`src/rtl/dtp_pkg.sv`:
```
package dtp_pkg;

	localparam int MAX_LEN_BYTES_DEF = 4;
	localparam int FIFO_DEPTH_DEF    = 2;

	localparam int CFG_W   = 32;
	localparam int TDATA_W = 56;

	localparam logic [2:0]  MAX_LEN_BYTES_RST = 3'd4;
	localparam logic [31:0] MAX_OBJ_LEN_RST   = 32'hFFFF_FFFF;

	localparam logic [7:0]  LEN_INDEFINITE = 8'h80;
	localparam logic [31:0] ACC_SHIFT_MAX  = 32'h00FF_FFFF;

	typedef enum logic [0:0] {
		CFG_MAX_LEN_BYTES = 1'b0,
		CFG_MAX_OBJ_LEN   = 1'b1
	} cfg_idx_t;

	typedef enum logic [1:0] {
		KIND_HEADER = 2'd0,
		KIND_VALUE  = 2'd1,
		KIND_ERROR  = 2'd2
	} kind_t;

	typedef enum logic [2:0] {
		ERR_NONE       = 3'd0,
		ERR_NO_LENGTH  = 3'd1,
		ERR_SHORT_LEN  = 3'd2,
		ERR_SHORT_VAL  = 3'd3,
		ERR_INDEFINITE = 3'd4,
		ERR_LEN_WIDE   = 3'd5,
		ERR_TOO_LONG   = 3'd6
	} err_t;

	typedef struct packed {
		kind_t       kind;
		logic [7:0]  tag;
		logic [31:0] vlen;
		logic [2:0]  lbytes;
		logic [7:0]  vbyte;
		logic        last;
		err_t        err;
	} result_t;

endpackage

```
`src/rtl/dtp_front.sv`:
```
module dtp_front import dtp_pkg::*; #(
	parameter int MAX_LEN_BYTES = MAX_LEN_BYTES_DEF
) (
	input  logic             clk,
	input  logic             arst_n,
	input  logic             cfg_we,
	input  logic             cfg_index,
	input  logic [CFG_W-1:0] cfg_data,
	input  logic             in_valid,
	input  logic             in_ready,
	input  logic [7:0]       in_byte,
	input  logic             in_last,
	output logic             push,
	output result_t          push_res
);

	typedef enum logic [1:0] {
		PH_TAG,
		PH_LEN,
		PH_LONG,
		PH_VALUE
	} phase_t;

	phase_t      phase_q, phase_n;
	logic [7:0]  tag_q, tag_n;
	logic [31:0] acc_q, acc_n;
	logic [2:0]  left_q, left_n;
	logic [2:0]  total_q, total_n;
	logic [31:0] vleft_q, vleft_n;
	logic        skip_q, skip_n;
	logic [2:0]  max_len_q;
	logic [31:0] max_obj_q;

	logic        accept;
	logic        do_fail;
	err_t        fail_code;
	logic        do_finish;
	logic [6:0]  n_len;
	result_t     res;
	logic        has_res;

	assign accept = in_valid && in_ready;
	assign n_len  = in_byte[6:0];

	always_comb begin
		phase_n   = phase_q;
		tag_n     = tag_q;
		acc_n     = acc_q;
		left_n    = left_q;
		total_n   = total_q;
		vleft_n   = vleft_q;
		skip_n    = skip_q;
		do_fail   = 1'b0;
		fail_code = ERR_NONE;
		do_finish = 1'b0;
		has_res   = 1'b0;
		res       = '0;
		if (accept) begin
			if (skip_q) begin
				if (in_last) begin
					skip_n  = 1'b0;
					phase_n = PH_TAG;
				end
			end else begin
				unique case (phase_q)
					PH_TAG: begin
						tag_n = in_byte;
						if (in_last) begin
							do_fail   = 1'b1;
							fail_code = ERR_NO_LENGTH;
						end else begin
							phase_n = PH_LEN;
						end
					end
					PH_LEN: begin
						if (in_byte == LEN_INDEFINITE) begin
							do_fail   = 1'b1;
							fail_code = ERR_INDEFINITE;
						end else if (in_byte[7]) begin
							if (n_len > {4'b0, max_len_q} || n_len > 7'(MAX_LEN_BYTES)) begin
								do_fail   = 1'b1;
								fail_code = ERR_LEN_WIDE;
							end else if (in_last) begin
								do_fail   = 1'b1;
								fail_code = ERR_SHORT_LEN;
							end else begin
								acc_n   = '0;
								left_n  = n_len[2:0];
								total_n = n_len[2:0];
								phase_n = PH_LONG;
							end
						end else begin
							acc_n     = {24'b0, in_byte};
							total_n   = '0;
							left_n    = '0;
							do_finish = 1'b1;
						end
					end
					PH_LONG: begin
						if (acc_q > ACC_SHIFT_MAX) begin
							do_fail   = 1'b1;
							fail_code = ERR_TOO_LONG;
						end else begin
							acc_n  = {acc_q[23:0], in_byte};
							left_n = left_q - 3'd1;
							if (left_n == 3'd0) begin
								do_finish = 1'b1;
							end else if (in_last) begin
								do_fail   = 1'b1;
								fail_code = ERR_SHORT_LEN;
							end
						end
					end
					PH_VALUE: begin
						if (vleft_q <= 32'd1) begin
							vleft_n    = '0;
							has_res    = 1'b1;
							res.kind   = KIND_VALUE;
							res.vlen   = acc_q;
							res.lbytes = total_q;
							res.vbyte  = in_byte;
							res.last   = 1'b1;
							phase_n    = PH_TAG;
						end else if (in_last) begin
							do_fail   = 1'b1;
							fail_code = ERR_SHORT_VAL;
						end else begin
							vleft_n    = vleft_q - 32'd1;
							has_res    = 1'b1;
							res.kind   = KIND_VALUE;
							res.vlen   = acc_q;
							res.lbytes = total_q;
							res.vbyte  = in_byte;
						end
					end
					default: ;
				endcase
				if (do_finish) begin
					if (acc_n > max_obj_q) begin
						do_fail   = 1'b1;
						fail_code = ERR_TOO_LONG;
					end else if (acc_n == 32'd0) begin
						has_res    = 1'b1;
						res.kind   = KIND_HEADER;
						res.lbytes = total_n;
						res.last   = 1'b1;
						phase_n    = PH_TAG;
					end else if (in_last) begin
						do_fail   = 1'b1;
						fail_code = ERR_SHORT_VAL;
					end else begin
						has_res    = 1'b1;
						res.kind   = KIND_HEADER;
						res.vlen   = acc_n;
						res.lbytes = total_n;
						vleft_n    = acc_n;
						phase_n    = PH_VALUE;
					end
				end
				if (do_fail) begin
					has_res  = 1'b1;
					res      = '0;
					res.kind = KIND_ERROR;
					res.err  = fail_code;
					phase_n  = PH_TAG;
					skip_n   = !in_last;
				end
			end
		end
		res.tag = tag_n;
	end

	assign push     = has_res;
	assign push_res = res;

	always_ff @(posedge clk or negedge arst_n) begin
		if (!arst_n) begin
			phase_q   <= PH_TAG;
			tag_q     <= '0;
			acc_q     <= '0;
			left_q    <= '0;
			total_q   <= '0;
			vleft_q   <= '0;
			skip_q    <= 1'b0;
			max_len_q <= MAX_LEN_BYTES_RST;
			max_obj_q <= MAX_OBJ_LEN_RST;
		end else begin
			phase_q <= phase_n;
			tag_q   <= tag_n;
			acc_q   <= acc_n;
			left_q  <= left_n;
			total_q <= total_n;
			vleft_q <= vleft_n;
			skip_q  <= skip_n;
			if (cfg_we) begin
				unique case (cfg_idx_t'(cfg_index))
					CFG_MAX_LEN_BYTES: max_len_q <= cfg_data[2:0];
					CFG_MAX_OBJ_LEN:   max_obj_q <= cfg_data[31:0];
					default: ;
				endcase
			end
		end
	end

endmodule

```
`src/rtl/dtp_fifo.sv`:
```
module dtp_fifo import dtp_pkg::*; #(
	parameter int DEPTH = FIFO_DEPTH_DEF
) (
	input  logic    clk,
	input  logic    arst_n,
	input  logic    wr_en,
	input  result_t wr_data,
	output logic    wr_ready,
	input  logic    rd_en,
	output logic    rd_valid,
	output result_t rd_data
);

	localparam int AW = (DEPTH > 1) ? $clog2(DEPTH) : 1;
	localparam int CW = $clog2(DEPTH + 1);
	localparam logic [AW-1:0] LAST_PTR = AW'(DEPTH - 1);

	result_t       mem_q [DEPTH];
	logic [AW-1:0] wr_ptr_q, rd_ptr_q;
	logic [CW-1:0] count_q;
	logic          do_wr, do_rd;

	assign wr_ready = count_q != CW'(DEPTH);
	assign rd_valid = count_q != '0;
	assign rd_data  = mem_q[rd_ptr_q];
	assign do_wr    = wr_en && wr_ready;
	assign do_rd    = rd_en && rd_valid;

	always_ff @(posedge clk) begin
		if (do_wr) begin
			mem_q[wr_ptr_q] <= wr_data;
		end
	end

	always_ff @(posedge clk or negedge arst_n) begin
		if (!arst_n) begin
			wr_ptr_q <= '0;
			rd_ptr_q <= '0;
			count_q  <= '0;
		end else begin
			if (do_wr) begin
				wr_ptr_q <= (wr_ptr_q == LAST_PTR) ? '0 : wr_ptr_q + AW'(1);
			end
			if (do_rd) begin
				rd_ptr_q <= (rd_ptr_q == LAST_PTR) ? '0 : rd_ptr_q + AW'(1);
			end
			if (do_wr && !do_rd) begin
				count_q <= count_q + CW'(1);
			end else if (do_rd && !do_wr) begin
				count_q <= count_q - CW'(1);
			end
		end
	end

endmodule

```
`src/rtl/dtp_back.sv`:
```
module dtp_back import dtp_pkg::*; (
	input  logic               clk,
	input  logic               arst_n,
	input  logic               q_valid,
	input  result_t            q_data,
	output logic               q_pop,
	output logic               m_tvalid,
	input  logic               m_tready,
	output logic [TDATA_W-1:0] m_tdata,
	output logic               m_tlast,
	output logic [1:0]         m_tuser
);

	logic    out_valid_q;
	result_t out_q;

	assign q_pop = q_valid && (!out_valid_q || m_tready);

	always_ff @(posedge clk or negedge arst_n) begin
		if (!arst_n) begin
			out_valid_q <= 1'b0;
		end else if (q_pop) begin
			out_valid_q <= 1'b1;
		end else if (m_tready) begin
			out_valid_q <= 1'b0;
		end
	end

	always_ff @(posedge clk) begin
		if (q_pop) begin
			out_q <= q_data;
		end
	end

	assign m_tvalid = out_valid_q;
	assign m_tlast  = out_q.last;
	assign m_tuser  = out_q.kind;
	assign m_tdata  = {2'b0, out_q.err, out_q.vbyte, out_q.lbytes, out_q.vlen, out_q.tag};

endmodule

```
`src/rtl/der_tlv_stream_parser.sv`:
```
// A result beat is written to the result queue, then to the output register, before it is offered.
// Throughput: one byte per cycle while the queue has room; each byte needs one pass of the
// front parser FSM. The front stalls only while the two-entry result queue is full: m_tready
// low long enough to fill it, plus the cycle in which m_tready returns high.
// Reset (arst_n low, async): parser expects a tag, queue and output empty, registers
// return to max_length_bytes = 4 and max_object_length = 0xFFFFFFFF.
module der_tlv_stream_parser import dtp_pkg::*; #(
	parameter int MAX_LEN_BYTES = MAX_LEN_BYTES_DEF,
	parameter int FIFO_DEPTH    = FIFO_DEPTH_DEF
) (
	input  logic               clk,
	input  logic               arst_n,
	input  logic               cfg_we,
	input  logic               cfg_index,
	input  logic [CFG_W-1:0]   cfg_data,
	input  logic               s_tvalid,
	output logic               s_tready,
	input  logic [7:0]         s_tdata,   // data_byte
	input  logic               s_tlast,   // end_of_buffer
	output logic               m_tvalid,
	input  logic               m_tready,
	output logic [TDATA_W-1:0] m_tdata,   // tag_byte, value_length, length_bytes, value_byte, error_code
	output logic               m_tlast,   // last_of_object
	output logic [1:0]         m_tuser    // result_kind
);

	logic    push;
	result_t push_res;
	logic    q_valid;
	result_t q_data;
	logic    q_pop;

	dtp_front #(
		.MAX_LEN_BYTES(MAX_LEN_BYTES)
	) u_front (
		.clk      (clk),
		.arst_n   (arst_n),
		.cfg_we   (cfg_we),
		.cfg_index(cfg_index),
		.cfg_data (cfg_data),
		.in_valid (s_tvalid),
		.in_ready (s_tready),
		.in_byte  (s_tdata),
		.in_last  (s_tlast),
		.push     (push),
		.push_res (push_res)
	);

	dtp_fifo #(
		.DEPTH(FIFO_DEPTH)
	) u_fifo (
		.clk     (clk),
		.arst_n  (arst_n),
		.wr_en   (push),
		.wr_data (push_res),
		.wr_ready(s_tready),
		.rd_en   (q_pop),
		.rd_valid(q_valid),
		.rd_data (q_data)
	);

	dtp_back u_back (
		.clk     (clk),
		.arst_n  (arst_n),
		.q_valid (q_valid),
		.q_data  (q_data),
		.q_pop   (q_pop),
		.m_tvalid(m_tvalid),
		.m_tready(m_tready),
		.m_tdata (m_tdata),
		.m_tlast (m_tlast),
		.m_tuser (m_tuser)
	);

endmodule

```
`config.mk`:
```
export PLATFORM = sky130hd
export DESIGN_NAME = der_tlv_stream_parser
export DESIGN_NICKNAME = d
export VERILOG_FILES = /design/src/rtl/dtp_pkg.sv /design/src/rtl/dtp_front.sv /design/src/rtl/dtp_fifo.sv /design/src/rtl/dtp_back.sv /design/src/rtl/der_tlv_stream_parser.sv
export SDC_FILE = /design/constraint.sdc
export NUM_CORES = 1
export LEC_CHECK = 0
export ABC_CLOCK_PERIOD_IN_PS = 6200
export BUFFER_PORTS_ARGS = -buffer_cell sky130_fd_sc_hd__buf_2
export CAP_MARGIN = 10
export CORE_AREA = 5 5 188 208
export DETAILED_ROUTE_END_ITERATION = 12
export DIE_AREA = 0 0 193 213
export GPL_ROUTABILITY_DRIVEN = 0
export GPL_TIMING_DRIVEN = 0
export MAX_ROUTING_LAYER = met4
export PLACE_DENSITY_LB_ADDON = 0.3
export SLEW_MARGIN = 20
export SYNTH_ARGS = -nofsm -noshare
export SYNTH_HDL_FRONTEND = slang
export SYNTH_SLANG_ARGS = --single-unit
```
`constraint.sdc`:
```
create_clock -name clk -period 6.2 [get_ports clk]
set_clock_uncertainty 0.05 [all_clocks]
set_input_delay 0.31 -clock clk [delete_from_list [all_inputs] [get_ports clk]]
set_output_delay 0.31 -clock clk [all_outputs]
set_load 0.05 [all_outputs]
```
==> parameters.txt, run 1 <==
Parameter                              Value

Status
  Result of the run    finished clean

Drt
  Remaining design rule violation count    0
  Post-DRT Antenna Nets    0
  Post-detailed-route via-to-cell ratio    5.65
  First-pass iteration count of the detailed router    7
  Post-detailed-route wirelength per cell    20.7 um
  Total Routed Length    39.8 mm
  DRC violation total after the first TritonRoute iteration    1,259
  Vias post-DR    10,900

Finish
  Synthesis-to-finish area growth    20.0%
  Non-filler instance count after layout    1,922
  Most frequent standard cell in the layout excluding fill and tap cells    sky130_fd_sc_hd__edfxtp_1
  Layout cell share with drive strength beyond 1    24.6%
  Top library cells by usage in the layout, fill and taps aside    sky130_fd_sc_hd__edfxtp_1 (171), sky130_fd_sc_hd__nand2_1 (154), sky130_fd_sc_hd__buf_2 (115), sky130_fd_sc_hd__mux2_2 (97), sky130_fd_sc_hd__dfrtp_1 (88)
  Number of antenna repair diodes    0
  Nets    1,495

GRT
  First-pass GRT wire length    61.1 mm
  Overflow left after global routing    0
  Global router's overall resource usage    19.7%
  Antenna violations before repair    0
  Largest net degree at the start of global routing    74
  Number of global-route vias before repair    10,500

Timing
  Sum of negative setup slack    0 ns
  Post-route clock period utilization    97.4%
  Slew at the pin closest to its max-slew limit    0.991 ns
  Endpoints failing hold    0
  RSZ-0062 raised after global routing    no
  Max-slew headroom at the worst pin    33.3%
  Max frequency    166 MHz
  Final worst hold slack    0.0374 ns
  Final critical delay including setup and external delays    6.04 ns
  Least setup slack across all paths after layout    0.160 ns
  Number of endpoints failing setup at the final stage    0
  Final slew viol count    0

Logic synthesis
  Most frequently used flop master after synthesis    sky130_fd_sc_hd__edfxtp_1
  Number of standard cells after synthesis    1,225
  Number of synthesized flops with an enable pin    171
  Register bit total from synthesis    292
  Mapped Area    0.0142 mm2
  Async set-or-reset flop fraction in the synthesized netlist    41.4%
  Syn avg cell area    11.6 um2
  Number of different library cells in the post-synthesis netlist    75
  Number of warnings reported in the yosys synthesis log    0
  Sequential fraction of the synthesis area    57.9%

Placed design
  Detail Placement HPWL    28.6 mm
  Placed cell count    1,827
  Post-Place Worst Slack    -1.15 ns
  Number of port buffers    103

Critical path
  Category of the most critical setup path    register to register
  Largest fanout on the critical path    10
  Required arrival time at the worst endpoint    6.50 ns
  Element type at the critical path start    register
  Cell count of the worst reg-to-reg path    20
  Data arrival at the endpoint of the critical path    6.34 ns
  Sort of element at the end of the critical path    register

Run
  Count of maximum capacitance violations    0

Clocking
  Number of clock buffers inserted by TritonCTS    30
  Buffer type at the clock tree root    sky130_fd_sc_hd__clkbuf_16
  Clk slew on worst S/H paths    0.06 ns
  Clock tree from TritonCTS    done
  Number of H-tree levels    1
  Clock Tree Buf Depth    3
  Worst-Skew Late Latency    0.58 ns
  Clock Sinks    292

Floorplan
  Starting utilization of the core area    38.6%
  Number of rows created at floorplan    74
  Core Box Area    0.0368 mm2
  Top-level I/O count    108
  Die Height    213 um
  Floorplan die area    0.0411 mm2
  Die Width    193 um

Worst hold path
  Kind of path behind the tightest hold check    input port to register
  Cell depth of the worst min-delay path    4

Pwr
  LEAKAGE    6.78 nW
  Power per standard cell area    397 mW/mm2
  Worst vdd rail ir drop    0.000216 V
-- through the flow --
step / utilization (%) / instance area, um2 / power, mW
after floorplan: - / 14200 / 4.22
after global placement: 41.7 / 15300 / 4.77
after detailed placement: 42.0 / 15400 / 4.82
after CTS: 46.1 / 16900 / 6.79
after global routing: 46.3 / 17000 / 7.07
final: 46.3 / 17000 / 6.76
-- Yosys cell counts (all sizes together), types with 5 or more instances --
master | count | area, um2
edfxtp | 171 | 5130
nand2 | 154 | 578
mux2 | 97 | 1090
dfrtp | 88 | 2200
inv | 68 | 255
a21oi | 67 | 335
o21ai | 63 | 315
nand3 | 56 | 280
ha | 44 | 551
clkbuf | 42 | 158
nor2 | 34 | 128
dfstp | 33 | 867
a22o | 28 | 245
nor3 | 28 | 151
buf | 24 | 114
nor4 | 21 | 153
o211ai | 19 | 161
and3 | 16 | 100
a22oi | 13 | 97.6
and2 | 13 | 81.3
nand4 | 13 | 81.3
a221o | 9 | 90.1
or3 | 9 | 56.3
a21o | 8 | 60.1
or4 | 8 | 63.8
a31oi | 7 | 43.8
nand2b | 7 | 43.8
or2 | 6 | 37.5
a32o | 5 | 50.1
mux2i | 5 | 50.1
nor2b | 5 | 31.3
o21a | 5 | 37.5
o221ai | 5 | 43.8
-- metal layers --
layer | GRT usage, % | part of all wire (%) | up-vias
met4 | 7.52 | 4.3 | 0
li1 | - | - | 4929
met3 | 2.78 | 7.9 | 122
met5 | - | 0 | -
met2 | 31.2 | 47 | 519
met1 | 25.9 | 41 | 5281
-- what timing repair did --
action / CTS / global route
hold buffers: 34 / 0
endpoints found under the setup margin: 126 / 80
endpoints found under the hold margin: 89 / 0
pin swaps: 2 / 2
resized for setup: 12 / 19
buffers inserted: 2 / 3
-- sequential cells by signal, indices dropped and copies added, names as in the netlist --
| signal | cells |
|---|---|
| u_front.left_q | 3 |
| u_front.skip_q | 1 |
| u_back.m_tvalid | 1 |
| u_fifo.count_q | 2 |
| u_back.m_tlast | 1 |
| u_front.total_q | 3 |
| u_front.max_len_q | 3 |
| u_fifo.wr_ptr_q | 1 |
| u_front.tag_q | 8 |
| u_front.vleft_q | 32 |
| u_front.acc_q | 32 |
| u_front.max_obj_q | 32 |
| u_fifo.rd_ptr_q | 1 |
| u_back.m_tuser | 2 |
| u_front.phase_q | 2 |
| u_back.m_tdata | 54 |
| u_fifo.mem_q | 114 |
-- layout make-up --
class / instances / area (um2)
Tap cell: 494 / 618
Fill cell: 3351 / 19700
Sequential cell: 292 / 8200
Inverter: 68 / 258
Multi-Input combinational cell: 800 / 5560
Clock inverter: 24 / 285
Timing Repair Buffer: 146 / 1010
Clock buffer: 32 / 790
Buffer: 66 / 283
-- path summary, 6_finish.rpt --
kind                                    start                    to  slack, ns
hold / removal                      cfg_index  u_front.max_len_q[2]       0.04
max in group asynchronous              arst_n  u_front.max_obj_q[1]       5.13
setup reg to reg           u_front.phase_q[1]   u_fifo.mem_q[1][24]       0.16
setup / recovery           u_front.phase_q[1]   u_fifo.mem_q[1][24]       0.16
min in group asynchronous              arst_n     u_front.acc_q[19]       0.19
hold reg to reg             u_front.left_q[1]     u_front.left_q[1]       0.43
-- logic make-up after synthesis --
logic type	count (synthesis)	synth area share, %
AO/OA/AOI/OAI	264	12.7
AND/OR/NAND/NOR	382	13.3
flip-flops	292	57.9
buffers and inverters	134	3.72
adder cells (fa/ha/maj)	44	3.88
multiplexers	102	8.06
XOR/XNOR	6	0.371
other	1	0.0265
-- power by group --
part / leakage [nW] / internal, mW / total, mW / switching (mW)
combinational: 3.18 / 0.629 / 2.13 / 1.50
sequential: 3.08 / 2.54 / 2.69 / 0.149
clock: 0.516 / 1.14 / 1.94 / 0.796
-- critical path: stages, from the launching register on --
cell and delay (ns):
sky130_fd_sc_hd__dfrtp_1 0.42, sky130_fd_sc_hd__inv_1 0.11, sky130_fd_sc_hd__ha_1 0.34, sky130_fd_sc_hd__clkbuf_1 0.38, sky130_fd_sc_hd__nand2_1 0.16, sky130_fd_sc_hd__nor3_1 0.43
sky130_fd_sc_hd__clkbuf_2 0.38, sky130_fd_sc_hd__clkbuf_2 0.33, sky130_fd_sc_hd__a22o_1 0.32, sky130_fd_sc_hd__ha_1 0.21, sky130_fd_sc_hd__nand4_1 0.20, sky130_fd_sc_hd__nor4_4 0.27
sky130_fd_sc_hd__buf_4 0.20, sky130_fd_sc_hd__nand2_1 0.06, sky130_fd_sc_hd__a22o_1 0.38, sky130_fd_sc_hd__nor3_4 0.26, sky130_fd_sc_hd__o211a_1 0.28, sky130_fd_sc_hd__buf_2 0.27
sky130_fd_sc_hd__buf_2 0.32, sky130_fd_sc_hd__nand2_1 0.10, sky130_fd_sc_hd__a21oi_1 0.34
Note: power is estimated with default switching activity, not from simulation.
==> run 2, diff against run 1 <==
CORE_AREA = 2 2 185 205   (was 5 5 188 208)
CTS_CLUSTER_SIZE = 40   (was not set)
DIE_AREA = 0 0 187 207   (was 0 0 193 213)
RECOVER_POWER = 25   (was not set)
==> run 2 against run 1 <==
Effect of this change:
- the run now ends with max-capacitance violations, max-slew violations left
- power is 3.7% lower
- wire length decreased by 1.6%
- flip-flop and latch count is the same
- design area decreased by 1.5%
- die area decreased by 5.8%
- critical path depth grew 1
- first-iteration DRC count down 21%
- core utilization is 0.69 points lower
- sequential share of layout area up 0.73 points
- sequential power barely moved
- setup slack gained 0.048 ns
- combinational power hardly changed
- critical path type unchanged
- critical endpoint is now u_fifo.mem_q[1][18]
==> parameters.txt, run 2 (synthesis gave the netlist of run 1 again) <==
Parameter                              Value

Pwr
  Sw Pwr    2.38 mW (-2.5%)
  Clock group share of total power    25.9% (-2.8 points)
  LEAKAGE    6.67 nW (-1.6%)
  Worst vdd rail ir drop    0.000178 V (-17%)
  Internal Power    4.12 mW (-4.4%)
  Sw Share    36.6% (+0.45 points)
  Power per standard cell area    388 mW/mm2 (-2.3%)
  Overall Power    6.50 mW (-3.7%)
  Sequential cell fraction of total power    41.5% (+1.7 points)
  Share of power burned in combinational logic    32.6% (+1.1 points)

Floorplan
  Number of rows created at floorplan    74 (unchanged)
  Starting utilization of the core area    38.6% (unchanged)
  Top-level I/O count    108 (unchanged)
  Die Width    187 um (-3.1%)
  Die Height    207 um (-2.8%)
  Core Box Area    0.0368 mm2 (unchanged)
  Floorplan die area    0.0387 mm2 (-5.8%)

Timing
  Max frequency    167 MHz (+0.80%)
  Post-route clock period utilization    96.6% (-0.77 points)
  Final worst hold slack    0.0260 ns (-0.0114 ns)
  Slew at the pin closest to its max-slew limit    2.72 ns (+1.73 ns)
  Final critical delay including setup and external delays    5.99 ns (-0.0480 ns)
  Number of endpoints failing setup at the final stage    0 (unchanged)
  Endpoints failing hold    0 (unchanged)
  Final slew viol count    124 (+124)
  Max-slew headroom at the worst pin    -81.4% (-110 points)

GRT
  Global router's overall resource usage    20.7% (+1.0 points)
  First-pass GRT wire length    61.2 mm (+0.11%)
  Number of global-route vias before repair    10,800 (+2.6%)
  Largest net degree at the start of global routing    73 (-1.4%)
  Overflow left after global routing    0 (unchanged)
  Antenna violations before repair    0 (unchanged)

Clocking
  Clock tree from TritonCTS    done
  Buffer type at the clock tree root    sky130_fd_sc_hd__clkbuf_16
  Number of H-tree levels    1 (unchanged)
  Number of clock buffers inserted by TritonCTS    29 (-3.3%)
  Clk slew on worst S/H paths    0.06 ns (about the same)
  Clock Tree Buf Depth    3 (unchanged)
  Worst-Skew Late Latency    0.56 ns (-0.02 ns)
  Clock Sinks    292 (unchanged)

Drt
  DRC violation total after the first TritonRoute iteration    998 (-21%)
  Total Routed Length    39.2 mm (-1.6%)
  First-pass iteration count of the detailed router    6 (-1)
  Remaining design rule violation count    0 (unchanged)
  Post-DRT Antenna Nets    0 (unchanged)
  Post-detailed-route wirelength per cell    20.4 um (-1.4%)
  Post-detailed-route via-to-cell ratio    5.61 (-0.57%)
  Vias post-DR    10,800 (-0.73%)

Placed design
  Detail Placement HPWL    28.3 mm (-1.2%)
  Number of port buffers    103 (unchanged)
  Placed cell count    1,827 (unchanged)
  Cell Area, Placed    0.0154 mm2 (about the same)

Critical path
  Category of the most critical setup path    register to register
  Sort of element at the end of the critical path    register
  Element type at the critical path start    register
  Data arrival at the endpoint of the critical path    6.26 ns (-0.08 ns)
  Largest fanout on the critical path    10 (unchanged)
  Required arrival time at the worst endpoint    6.47 ns (-0.03 ns)
  Cell count of the worst reg-to-reg path    21 (+5.0%)

Finish
  Nets    1,494 (-0.067%)
  Most frequent standard cell in the layout excluding fill and tap cells    sky130_fd_sc_hd__edfxtp_1
  Non-filler instance count after layout    1,919 (-0.16%)
  Filler cells    3,368 (+0.51%)
  Register with the most flip-flops    u_fifo.mem_q
  Top library cells by usage in the layout, fill and taps aside    sky130_fd_sc_hd__edfxtp_1 (171), sky130_fd_sc_hd__nand2_1 (154), sky130_fd_sc_hd__buf_2 (111), sky130_fd_sc_hd__mux2_2 (97), sky130_fd_sc_hd__dfrtp_1 (88)
  Total area of multi-input combinational cells    0.00554 mm2 (-0.47%)
  Number of antenna repair diodes    0 (unchanged)
  Layout cell share with drive strength beyond 1    23.1% (-1.5 points)
  Final std cell area, no fill    0.0168 mm2 (-1.5%)
  Synthesis-to-finish area growth    18.2%
  Number of flip-flops in the largest register    114 (unchanged)
  Flip-flop and latch area    0.00820 mm2 (unchanged)

Worst hold path
  Cell depth of the worst min-delay path    4 (unchanged)
  Kind of path behind the tightest hold check    input port to register

Run
  Count of maximum capacitance violations    2 (+2)

Status
  Failing checks    max-capacitance violations, max-slew violations
  Result of the run    finished with violations
-- run 2: area by class of cell --
class | instances | area share [%]
sequential | 292 | 48.9
multi-input combinational | 800 | 33.0
timing repair buffer | 146 | 5.76
clock buffer | 37 | 4.57
tap | 494 | 3.69
buffer | 66 | 1.67
inverter | 68 | 1.54
clock inverter | 16 | 0.791
-- run 2: critical path, stage by stage (launching register included) --
cell and delay (ns):
sky130_fd_sc_hd__dfstp_2 0.51, sky130_fd_sc_hd__inv_1 0.04, sky130_fd_sc_hd__ha_1 0.30, sky130_fd_sc_hd__a21oi_1 0.23, sky130_fd_sc_hd__o211ai_4 0.18, sky130_fd_sc_hd__o41ai_4 0.47, sky130_fd_sc_hd__nand2_1 0.26, sky130_fd_sc_hd__clkbuf_2 0.30
sky130_fd_sc_hd__a22oi_2 0.28, sky130_fd_sc_hd__inv_1 0.15, sky130_fd_sc_hd__ha_1 0.34, sky130_fd_sc_hd__and4_1 0.19, sky130_fd_sc_hd__nor4bb_2 0.39, sky130_fd_sc_hd__nand2b_1 0.24, sky130_fd_sc_hd__a31oi_2 0.34, sky130_fd_sc_hd__nor3_4 0.07
sky130_fd_sc_hd__buf_4 0.19, sky130_fd_sc_hd__o211ai_2 0.11, sky130_fd_sc_hd__buf_2 0.30, sky130_fd_sc_hd__buf_2 0.30, sky130_fd_sc_hd__nand3_1 0.11, sky130_fd_sc_hd__a21oi_1 0.36
-- run 2: power groups by stage --
stage / combinational [mW] / sequential, mW / clock (mW)
3_3_place_gp: 2.02 / 2.74 / 0
3_5_place_dp: 2.08 / 2.73 / 0
2_1_floorplan: 0.983 / 3.24 / 0
4_1_cts: 2.11 / 2.70 / 1.72
6_report: 2.12 / 2.70 / 1.69
5_1_grt: 2.26 / 2.73 / 1.79
-- run 2: repair_timing --
item / 4_1_cts / 5_1_grt
endpoints found under the hold margin: 85 / 0
buffers inserted: 2 / 3
resized for setup: 10 / 14
endpoints found under the setup margin: 124 / 84
cloned: 0 / 0
hold buffers: 34 / 0
pin swaps: 2 / 2
-- run 2: metrics by stage --
stage,setup slack (ns),TNS [ns],util (%)
global route,-0.0540,-0.484,45.6
detailed placement,-1.12,-90.51,42.0
global placement,-1.50,-163.22,41.7
CTS,0.0231,0,45.5
finish,0.208,0,45.6
floorplan,0.878,0,-
-- run 2: worst paths after layout --
path	start	to	slack [ns]
max	u_front.max_len_q[2]	u_fifo.mem_q[1][18]	0.21
min	cfg_index	u_front.max_len_q[2]	0.03
max reg2reg	u_front.max_len_q[2]	u_fifo.mem_q[1][18]	0.21
min reg2reg	u_front.vleft_q[19]	u_front.vleft_q[19]	0.44
max in group asynchronous	arst_n	u_front.tag_q[1]	1.95
min in group asynchronous	arst_n	u_front.acc_q[17]	1.11
-- run 2: per-layer routing --
layer,wire (um),global-route usage [%],up-vias
met1,15600,25.9,5229
met3,3200,3.35,110
met2,18500,32.9,518
met5,0,-,-
li1,-,-,4915
met4,1820,9.80,0
==> run 3, diff against run 2 <==
CORE_AREA = 2 2 157 174   (was 2 2 185 205)
DIE_AREA = 0 0 159 176   (was 0 0 187 207)
HOLD_SLACK_MARGIN = 0.12   (was not set)
==> run 3 against run 2 <==
Effect of this change:
- the flow still finishes with violations (max-capacitance violations, max-slew violations)
- critical path depth is the same
- first-iteration DRC count grew 63%
- non-clock buffer count grew 6
- combinational power is essentially flat
- register-to-register slack lost 0.13 ns
- die area shrank 28%
- sequential share of layout area grew 0.28 points
- largest cell class unchanged
==> parameters.txt, run 3 (synthesis gave the netlist of run 1 again) <==
Parameter                              Value

Status
  Result of the run    finished with violations
  Failing checks    max-capacitance violations, max-slew violations

Floorplan
  Die Width    159 um (-15%)
  Top-level I/O count    108 (unchanged)
  Floorplan die area    0.0280 mm2 (-28%)
  Core Box Area    0.0261 mm2 (-29%)
  Starting utilization of the core area    54.4% (+16 points)
  Number of rows created at floorplan    62 (-16%)
  Die Height    176 um (-15%)

GRT
  Overflow left after global routing    0 (unchanged)
  Global router's overall resource usage    27.5% (+6.8 points)
  GR Util met3    4.35% (+0.99 points)
  Most congested layer reported by global routing    met2
  Largest net degree at the start of global routing    74 (+1.4%)
  Number of global-route vias before repair    10,700 (-0.27%)
  First-pass GRT wire length    59.0 mm (-3.6%)
  GR Layer Usage met1    35.9% (+10 points)
  Global Route met2 Usage    43.2% (+10 points)
  Antenna violations before repair    0 (unchanged)

Clocking
  Clock tree from TritonCTS    done
  Worst-Skew Late Latency    0.56 ns (about the same)
  Number of H-tree levels    1 (unchanged)
  Clock Sinks    292 (unchanged)
  Clk slew on worst S/H paths    0.06 ns (about the same)
  Number of clock buffers inserted by TritonCTS    29 (unchanged)
  Clock Tree Buf Depth    3 (unchanged)
  Buffer type at the clock tree root    sky130_fd_sc_hd__clkbuf_16

Timing
  Endpoints failing hold    0 (unchanged)
  Final critical delay including setup and external delays    6.12 ns (+0.129 ns)
  Least setup slack across all paths after layout    0.0794 ns (-0.129 ns)
  Final worst hold slack    0.136 ns (+0.110 ns)
  Number of endpoints failing setup at the final stage    0 (unchanged)
  Slew at the pin closest to its max-slew limit    2.70 ns (-0.0197 ns)
  Max-slew headroom at the worst pin    -80.1% (+1.3 points)
  Post-route clock period utilization    98.7% (+2.1 points)
  Max frequency    163 MHz (-2.1%)
  Final slew viol count    124 (unchanged)

Finish
  Post-Route Utilization    63.9% (+18 points)
  Non-filler instance count after layout    1,783 (-7.1%)
  Filler cells    2,071 (-39%)
  Nets    1,500 (+0.40%)
  Number of flip-flops in the largest register    114 (unchanged)
  Flip-flop and latch area    0.00820 mm2 (unchanged)
  Layout cell share with drive strength beyond 1    21.2% (-1.8 points)
  Most frequent standard cell in the layout excluding fill and tap cells    sky130_fd_sc_hd__edfxtp_1
  Number of antenna repair diodes    0 (unchanged)
  Register with the most flip-flops    u_fifo.mem_q
  Final std cell area, no fill    0.0167 mm2 (-0.57%)
  Synthesis-to-finish area growth    17.6%
  Top library cells by usage in the layout, fill and taps aside    sky130_fd_sc_hd__edfxtp_1 (171), sky130_fd_sc_hd__nand2_1 (154), sky130_fd_sc_hd__mux2_2 (97), sky130_fd_sc_hd__dfrtp_1 (88), sky130_fd_sc_hd__buf_2 (82)
  Total area of multi-input combinational cells    0.00553 mm2 (about the same)

Drt
  DRC violation total after the first TritonRoute iteration    1,627 (+63%)
  Total Routed Length    37.6 mm (-4.1%)
  Remaining design rule violation count    0 (unchanged)
  Post-detailed-route wirelength per cell    21.1 um (+3.2%)
  First-pass iteration count of the detailed router    6 (unchanged)
  Post-detailed-route via-to-cell ratio    6.18 (+10%)
  Post-DRT Antenna Nets    0 (unchanged)
  Vias post-DR    11,000 (+2.2%)

Critical path
  Sort of element at the end of the critical path    register
  Largest fanout on the critical path    10 (unchanged)
  Data arrival at the endpoint of the critical path    6.38 ns (+0.12 ns)
  Element type at the critical path start    register
  Required arrival time at the worst endpoint    6.46 ns (about the same)
  Worst setup slack for register-to-register paths    0.08 ns (-0.13 ns)
  Category of the most critical setup path    register to register
  Cell count of the worst reg-to-reg path    21 (unchanged)

Worst hold path
  Kind of path behind the tightest hold check    input port to register
  Cell depth of the worst min-delay path    4 (unchanged)

Placed design
  Post-Place Worst Slack    -0.904 ns (+0.221 ns)
  Placed cell count    1,686 (-7.7%)
  Number of port buffers    103 (unchanged)
  Detail Placement HPWL    26.3 mm (-7.0%)
  Cell Area, Placed    0.0153 mm2 (-0.99%)

Pwr
  Power per standard cell area    391 mW/mm2 (+0.85%)
  Worst vdd rail ir drop    0.000281 V (+58%)
  LEAKAGE    6.64 nW (-0.54%)

Run
  Count of maximum capacitance violations    2 (unchanged)
-- run 3: changes by cell type in the layout (fill, tap and decap cells not counted), moves of 2 or more --
cell,before,now
sky130_fd_sc_hd__buf_4,7,5
sky130_fd_sc_hd__clkinvlp_2,2,0
sky130_fd_sc_hd__dlygate4sd3_1,34,41
sky130_fd_sc_hd__clkinv_1,3,1
sky130_fd_sc_hd__clkinvlp_4,1,5
sky130_fd_sc_hd__buf_1,5,7
sky130_fd_sc_hd__clkbuf_8,1,3
sky130_fd_sc_hd__clkbuf_1,52,75
sky130_fd_sc_hd__buf_2,111,82
-- run 3: report_power, final --
group | leakage [nW] | internal (mW) | switching, mW
clock | 0.456 | 0.979 | 0.749
combinational | 3.10 | 0.611 | 1.49
sequential | 3.08 | 2.54 | 0.153
-- run 3: area by class of cell --
| type | count | share of cell area, % |
|---|---|---|
| inverters | 68 | 1.53 |
| clock inverters | 19 | 1.01 |
| repair buffers | 152 | 6.07 |
| clock buffers | 34 | 4.65 |
| well taps | 352 | 2.64 |
| plain buffers | 66 | 1.67 |
| flip-flops and latches | 292 | 49.2 |
| multi-input cells | 800 | 33.2 |
-- run 3: final timing paths --
check                                     start                    to
setup reg to reg           u_front.max_len_q[2]   u_fifo.mem_q[1][18]
max in group asynchronous                arst_n     u_front.left_q[1]
hold / removal                           cfg_we  u_front.max_len_q[2]
min in group asynchronous                arst_n   u_front.vleft_q[22]
setup / recovery           u_front.max_len_q[2]   u_fifo.mem_q[1][18]
hold reg to reg             u_front.vleft_q[19]   u_front.vleft_q[19]
-- run 3: critical path, cell delays in order (launching register included) --
cell and delay, ns:
sky130_fd_sc_hd__dfstp_2 0.52, sky130_fd_sc_hd__inv_1 0.05, sky130_fd_sc_hd__ha_1 0.30, sky130_fd_sc_hd__a21oi_1 0.23, sky130_fd_sc_hd__o211ai_4 0.18, sky130_fd_sc_hd__o41ai_4 0.49, sky130_fd_sc_hd__nand2_1 0.27, sky130_fd_sc_hd__clkbuf_2 0.30
sky130_fd_sc_hd__a22oi_2 0.26, sky130_fd_sc_hd__inv_1 0.15, sky130_fd_sc_hd__ha_1 0.32, sky130_fd_sc_hd__and4_1 0.22, sky130_fd_sc_hd__nor4bb_2 0.42, sky130_fd_sc_hd__nand2b_1 0.26, sky130_fd_sc_hd__a31oi_2 0.38, sky130_fd_sc_hd__nor3_4 0.07
sky130_fd_sc_hd__buf_4 0.19, sky130_fd_sc_hd__o211ai_2 0.13, sky130_fd_sc_hd__buf_2 0.31, sky130_fd_sc_hd__buf_2 0.29, sky130_fd_sc_hd__nand3_1 0.10, sky130_fd_sc_hd__a21oi_1 0.38
-- run 3: metal layers --
metal	vias to the layer above	wire length, um	share of wire, %
li1	4923	-	-
met3	156	3800	10
met1	5235	14500	39
met2	698	17300	46
met4	0	2010	5.3
met5	-	0	0
-- run 3: timing repair --
action | in CTS | in global routing
buffers inserted | 2 | 1
hold endpoints to repair | 149 | 0
hold buffers | 41 | 0
setup endpoints to repair | 122 | 122
gates resized for setup | 5 | 18
pin swaps | 2 | 0
-- run 3: through the flow --
step	power [mW]	TNS, ns
after floorplan	4.22	0
after global routing	6.79	-0.0614
after detailed placement	4.78	-60.88
after CTS	6.53	0
final	6.52	0
after global placement	4.71	-129.47
